--- config.mk ---
export PLATFORM = sky130hd
export DESIGN_NAME = pcps_lane
export DESIGN_NICKNAME = d
export VERILOG_FILES = /design/src/hdl/pcps_pkg.sv /design/src/hdl/pcps_lane.sv
export SDC_FILE = /design/constraint.sdc
export NUM_CORES = 2
export LEC_CHECK = 0
export BUFFER_PORTS_ARGS = -buffer_cell sky130_fd_sc_hd__buf_2
export CAP_MARGIN = 20
export CORE_ASPECT_RATIO = 0.9
export CORE_MARGIN = 5
export CORE_UTILIZATION = 40
export CTS_CLUSTER_DIAMETER = 100
export DETAILED_ROUTE_END_ITERATION = 8
export PLACE_DENSITY = 0.6
export SETUP_SLACK_MARGIN = 0.2
export SLEW_MARGIN = 10
export SYNTH_ARGS = -nofsm -noshare
export SYNTH_HDL_FRONTEND = slang
export SYNTH_SLANG_ARGS = --single-unit
--- constraint.sdc ---
create_clock -name clk -period 10.9 [get_ports clk]
set_input_delay 2.18 -clock clk [delete_from_list [all_inputs] [get_ports clk]]
set_output_delay 2.18 -clock clk [all_outputs]
set_load 0.05 [all_outputs]
--- src/hdl/pcps_pkg.sv ---
// ----------------------------------------------------------------------------
// pcps_pkg
// Shared constants, lane control type and lane pairing tables.
// ----------------------------------------------------------------------------
package pcps_pkg;

	localparam int COEF_IN_W    = 24;
	localparam int COEF_W       = 24;
	localparam int PROD_W       = 2 * COEF_W;
	localparam int SUM_W        = 64;
	localparam int DEG_W        = 12;
	localparam int DIVS_W       = DEG_W + 1;
	localparam int DEGREE_LIMIT = 4095;
	localparam int LANES        = 6;
	localparam int NUM_COEF     = 12;
	localparam int DIV_STEPS    = SUM_W;
	localparam int CNT_W        = $clog2(DIV_STEPS);
	localparam int IN_TDATA_W   = NUM_COEF * COEF_IN_W;
	localparam int OUT_BITS     = DEG_W + LANES * SUM_W;
	localparam int OUT_TDATA_W  = ((OUT_BITS + 7) / 8) * 8;
	localparam int CFG_IDX_W    = 2;

	// Register indexes
	localparam logic [CFG_IDX_W-1:0] REG_MAX_DEGREE = 2'd0;
	localparam logic [CFG_IDX_W-1:0] REG_MAX_ORDER  = 2'd1;

	// Coefficient slot of each lane's first-set and second-set operand
	// (TT, GG, CC, TG, TC, GC); the imaginary part sits one slot above.
	localparam int LANE_A [LANES] = '{0, 2, 4, 0, 0, 2};
	localparam int LANE_B [LANES] = '{6, 8, 10, 8, 10, 10};

	typedef struct packed {
		logic mul;
		logic acc;
		logic first;
		logic div_start;
		logic div_step;
	} lane_ctrl_t;

endpackage

--- src/hdl/pcps_lane.sv ---
// ----------------------------------------------------------------------------
// pcps_lane
// One spectrum lane: complex dot product, accumulator and bit-serial divider.
// ----------------------------------------------------------------------------
module pcps_lane (
	input  logic                                clk,
	input  pcps_pkg::lane_ctrl_t                ctrl,
	input  logic [pcps_pkg::DIVS_W-1:0]         divisor,
	input  logic [pcps_pkg::COEF_IN_W-1:0]      a_re,
	input  logic [pcps_pkg::COEF_IN_W-1:0]      a_im,
	input  logic [pcps_pkg::COEF_IN_W-1:0]      b_re,
	input  logic [pcps_pkg::COEF_IN_W-1:0]      b_im,
	output logic signed [pcps_pkg::SUM_W-1:0]   quot
);

	logic signed [pcps_pkg::COEF_W-1:0] ar, ai, br, bi;
	logic signed [pcps_pkg::PROD_W-1:0] prod_re_s1, prod_im_s1;
	logic signed [pcps_pkg::SUM_W-1:0]  re_ext, im_ext, term, sum_q;
	logic [pcps_pkg::SUM_W-1:0]         mag_q;
	logic [pcps_pkg::DIVS_W-1:0]        rem_q;
	logic [pcps_pkg::DIVS_W:0]          shifted, trial;
	logic                               neg_q;

	// Low COEF_W bits, sign taken from their top bit
	assign ar = a_re[pcps_pkg::COEF_W-1:0];
	assign ai = a_im[pcps_pkg::COEF_W-1:0];
	assign br = b_re[pcps_pkg::COEF_W-1:0];
	assign bi = b_im[pcps_pkg::COEF_W-1:0];

	// Product registers
	always_ff @(posedge clk) begin
		if (ctrl.mul) begin
			prod_re_s1 <= ar * br;
			prod_im_s1 <= ai * bi;
		end
	end

	// Order zero: real part only; otherwise twice the real dot product
	assign re_ext = pcps_pkg::SUM_W'(prod_re_s1);
	assign im_ext = pcps_pkg::SUM_W'(prod_im_s1);
	assign term   = ctrl.first ? re_ext : ((re_ext + im_ext) <<< 1);

	always_ff @(posedge clk) begin
		if (ctrl.acc) begin
			sum_q <= ctrl.first ? term : sum_q + term;
		end
	end

	// Restoring division of the magnitude, one quotient bit a cycle
	assign shifted = {rem_q, mag_q[pcps_pkg::SUM_W-1]};
	assign trial   = shifted - {1'b0, divisor};

	always_ff @(posedge clk) begin
		if (ctrl.div_start) begin
			neg_q <= sum_q[pcps_pkg::SUM_W-1];
			mag_q <= sum_q[pcps_pkg::SUM_W-1] ? -sum_q : sum_q;
			rem_q <= '0;
		end else if (ctrl.div_step) begin
			if (!trial[pcps_pkg::DIVS_W]) begin
				rem_q <= trial[pcps_pkg::DIVS_W-1:0];
				mag_q <= {mag_q[pcps_pkg::SUM_W-2:0], 1'b1};
			end else begin
				rem_q <= shifted[pcps_pkg::DIVS_W-1:0];
				mag_q <= {mag_q[pcps_pkg::SUM_W-2:0], 1'b0};
			end
		end
	end

	// Truncation toward zero: restore the sign
	assign quot = neg_q ? -mag_q : mag_q;

endmodule

==> results by group <==
GRT
  • GRT Total Usage: 0.203
  • Met1 GRT Util: 0.287
  • Largest net degree at the start of global routing: 87
  • Antenna violations before repair: 1
  • First-pass GRT wire length: 256000 um
  • Overflow after GRT: 0
  • M3 GR Usage: 0.0257
  • GRT Max-Usage Layer: met2
  • Vias in the first global route: between 40k and 50k
  • Routing usage on met2: 0.340

Logic synthesis
  • Mapped Cells: around 6.5k
  • Synthesized Nets: 8186
  • Synthesized flop and latch total: between 200 and 250
  • Syn Area/Cell: between 9 and 10 um^2
  • Async set-reset flop share out of synthesis: 0
  • Number of enable flip-flop cells after synthesis: roughly 230
  • Synthesized area: 59800 um^2
  • Sequential area share after synthesis: 0.117
  • Ys Warns: 0
  • Synth cell types: 70
  • Most used DFF post-synth: edfxtp_1

Cells and area
  • P&R area growth vs syn: 5.88%
  • Multi-input gate area: 47000 um^2
  • Fin nets: 8163
  • Fillcell total: 14.5k
  • Final Util: 0.427
  • FF+latch area: ~7000 um^2
  • Ratio of cells with drive above 1 in the final layout: 0.0464
  • # diodes: 0

Worst hold path
  • Hold wc startpoint: rem_q[6]$_SDFFE_PP0P_
  • Worst hold path depth: 2
  • Min-Delay Path Class: reg -> reg

STA
  • Final period util: 0.876
  • Relative slew slack: 0.362
  • Setup TNS: 0 ns
  • Max-slew violations: 0
  • Fin. Hold Viols: 0
  • Fmax: 105 MHz
  • Final setup fails: 0
  • RSZ-0062 raised after global routing: false
  • Layout Skew: 0.0403 ns
  • Slew @ Worst Pin: between 0.9 and 1 ns
  • Fin crit period: around 9.5 ns

Worst setup path
  • Critical Path Stages: 24
  • Most used cell along the critical path: fa_1
  • Worst-path cell chain: buf_2, nand2_1, inv_1, fa_1, fa_1, inv_1, fa_1, fa_1, fa_1, fa_1, fa_1, inv_1, ha_1, a21o_1, a21o_1, a21oi_1, o21ai_0, a2111oi_0, nor2b_1, a221o_1, o211a_1, o21a_1, o2111a_1, a211o_1
  • Critical Path AT: roughly 10 ns
  • Top Family by Delay on Critical Path: adder cells
  • CP max-delay cell: fa_1
  • Path depth of the worst reg2reg path: 24
  • Worst EP required: 11.24 ns
  • Critical Path Max Stage Delay: 0.73 ns
  • Worst setup EP type: register
  • R2R setup slack: 3.65 ns
  • Critical Path Source Type: input pin
  • Critical Path Source: a_im[23]
  • FF-to-FF Start: prod_im_s1[0]$_DFFE_PP_
  • CP Max Fanout: 24
  • Setup Crit Path Kind: in -> reg
  • Crit path buffers/inverters: 4

Placed design
  • Post-DP HPWL: 129000 um
  • Gpl congestion: a little over 0.9
  • Port buffer count: around 180

Drt
  • Via density: 5.22
  • Iter 0 DRT Violations: 2743
  • Drt pass-1 iters: 6
  • Antenna-violating nets left: 0
  • Final wirelength: 158000 um
  • Via total after detailed routing: 44.0k
  • DR WL/cell: approximately 19 um
  • DRC violations left: 0

Clock network
  • Reg clk slew, reported paths: 0.06 ns
  • Clock Sink Count: about 240
  • Bufs on Longest Clock Path: 3
  • TritonCTS Buffers: 29
  • Post_cts resized: 0
  • CTS tree: built
  • Post-CTS setup buffers: 0
  • Hold buffers post-CTS: 0
  • Clk_lat worst skew: 0.60 ns
  • Root buf cell: clkbuf_16
  • Depth of the CTS H-tree: 1

Floorplanning
  • Num rows: 134
  • Die height: 377 um
  • CORE AREA: 148000 um^2
  • Die area: 157000 um^2
  • Overall die width: between 400 and 500 um
  • Ports: 179
  • Initial Utilization: 0.403

Run
  • Max cap viols: 0

Status
  • Outcome: completed
-- Yosys cell counts, drive strengths merged (5+ instances only) --
cell,instances,area [um^2]
and2,560,3500
a31oi,28,175
o21a,24,180
nor2,207,777
nor2b,28,175
a211o,8,70.1
a21boi,7,52.6
edfxtp,225,6760
o211ai,11,82.6
nand3,40,200
and3,14,87.6
a21o,117,878
or2,13,81.3
or3,38,253
o22ai,5,31.3
a21oi,263,1320
dfxtp,13,260
o21ai,268,1340
o31ai,48,375
a221o,6,60.1
nor4,11,68.8
nand2,743,2790
nand2b,42,263
xnor2,202,1770
inv,1258,4720
a41oi,9,78.8
fa,1217,24400
nand4,33,206
clkbuf,268,1010
xor2,140,1230
buf,7,30.0
or4,25,203
ha,393,4920
o41ai,17,149
nor3,32,160
and4,5,43.8
a211oi,23,173
nor3b,6,45.0
nand4b,5,43.8
mux2i,12,120
o21bai,33,248
-- cells in the final DEF, fill, tap and decap left out, drive strengths merged, types with 24 or more instances in the layout --
master	Yosys	routed
xor2	140	140
and2	560	560
or3	38	38
o21bai	33	33
o21a	24	24
nand2	743	743
fa	1217	1217
nand4	33	33
nor2b	28	28
inv	1258	1261
nor3	32	32
clkbuf	268	34
a21oi	263	263
xnor2	202	202
o21ai	268	268
or4	25	25
nand2b	42	42
a21o	117	117
ha	393	393
edfxtp	225	225
buf	7	221
nor2	207	207
nand3	40	40
a31oi	28	28
o31ai	48	48
-- per-layer routing --
layer  part of all wire  routed length, um
met2               0.47              75100
met5                  0                  0
met4              0.020               3200
met3              0.063               9980
met1               0.44              70100
-- kinds of logic after synthesis --
logic type	Yosys count	synth area share
fa+ha+maj	1610	0.490
buf+inv	1535	0.0964
xor+xnor	342	0.0501
compound gates	911	0.0940
mux	15	0.00257
simple gates	1810	0.150
flops	238	0.117
-- metrics by stage --
stage / hold slack [ns] / setup slack [ns] / instances / area, um^2
3_3_place_gp: 0.491 / 0.843 / 8379 / 62500
2_1_floorplan: 0.424 / 1.55 / 6461 / 59800
6_report: 0.507 / 1.35 / 8431 / 63300
4_1_cts: 0.505 / 1.41 / 8431 / 63300
5_1_grt: 0.549 / 1.01 / 8431 / 63300
3_5_place_dp: 0.496 / 0.811 / 8379 / 62500
-- state kept, by name (all words and copies together), names as in the netlist, named ones only --
register,cells
mag_q,64
neg_q,1
sum_q,63
prod_re_s1,48
rem_q,13
prod_im_s1,48
-- layout make-up --
type / instances / area share
Multi-Input combinational cell: 4688 / 0.743
Sequential cell: 238 / 0.111
Inverter: 1260 / 0.0747
Tap cell: 1972 / 0.0390
Timing Repair Buffer: 221 / 0.0193
Clock buffer: 34 / 0.0118
Clock inverter: 18 / 0.00182
-- worst paths after layout --
kind,endpoint
max,prod_im_s1[46]$_DFFE_PP_
min,rem_q[6]$_SDFFE_PP0P_
max reg2reg,sum_q[60]$_DFFE_PP_
min reg2reg,rem_q[6]$_SDFFE_PP0P_
-- worst reg2reg max path, delay by kind of cell, from the launching register on --
family	cells	cell delay (ns)
compound gates	13	3.33
simple gates	7	1.98
fa+ha+maj	3	1.16
flops	1	0.47
xor+xnor	1	0.15
Power is not shown: default switching activity piles up to over one toggle a cycle in this logic, so the estimate is an artifact.
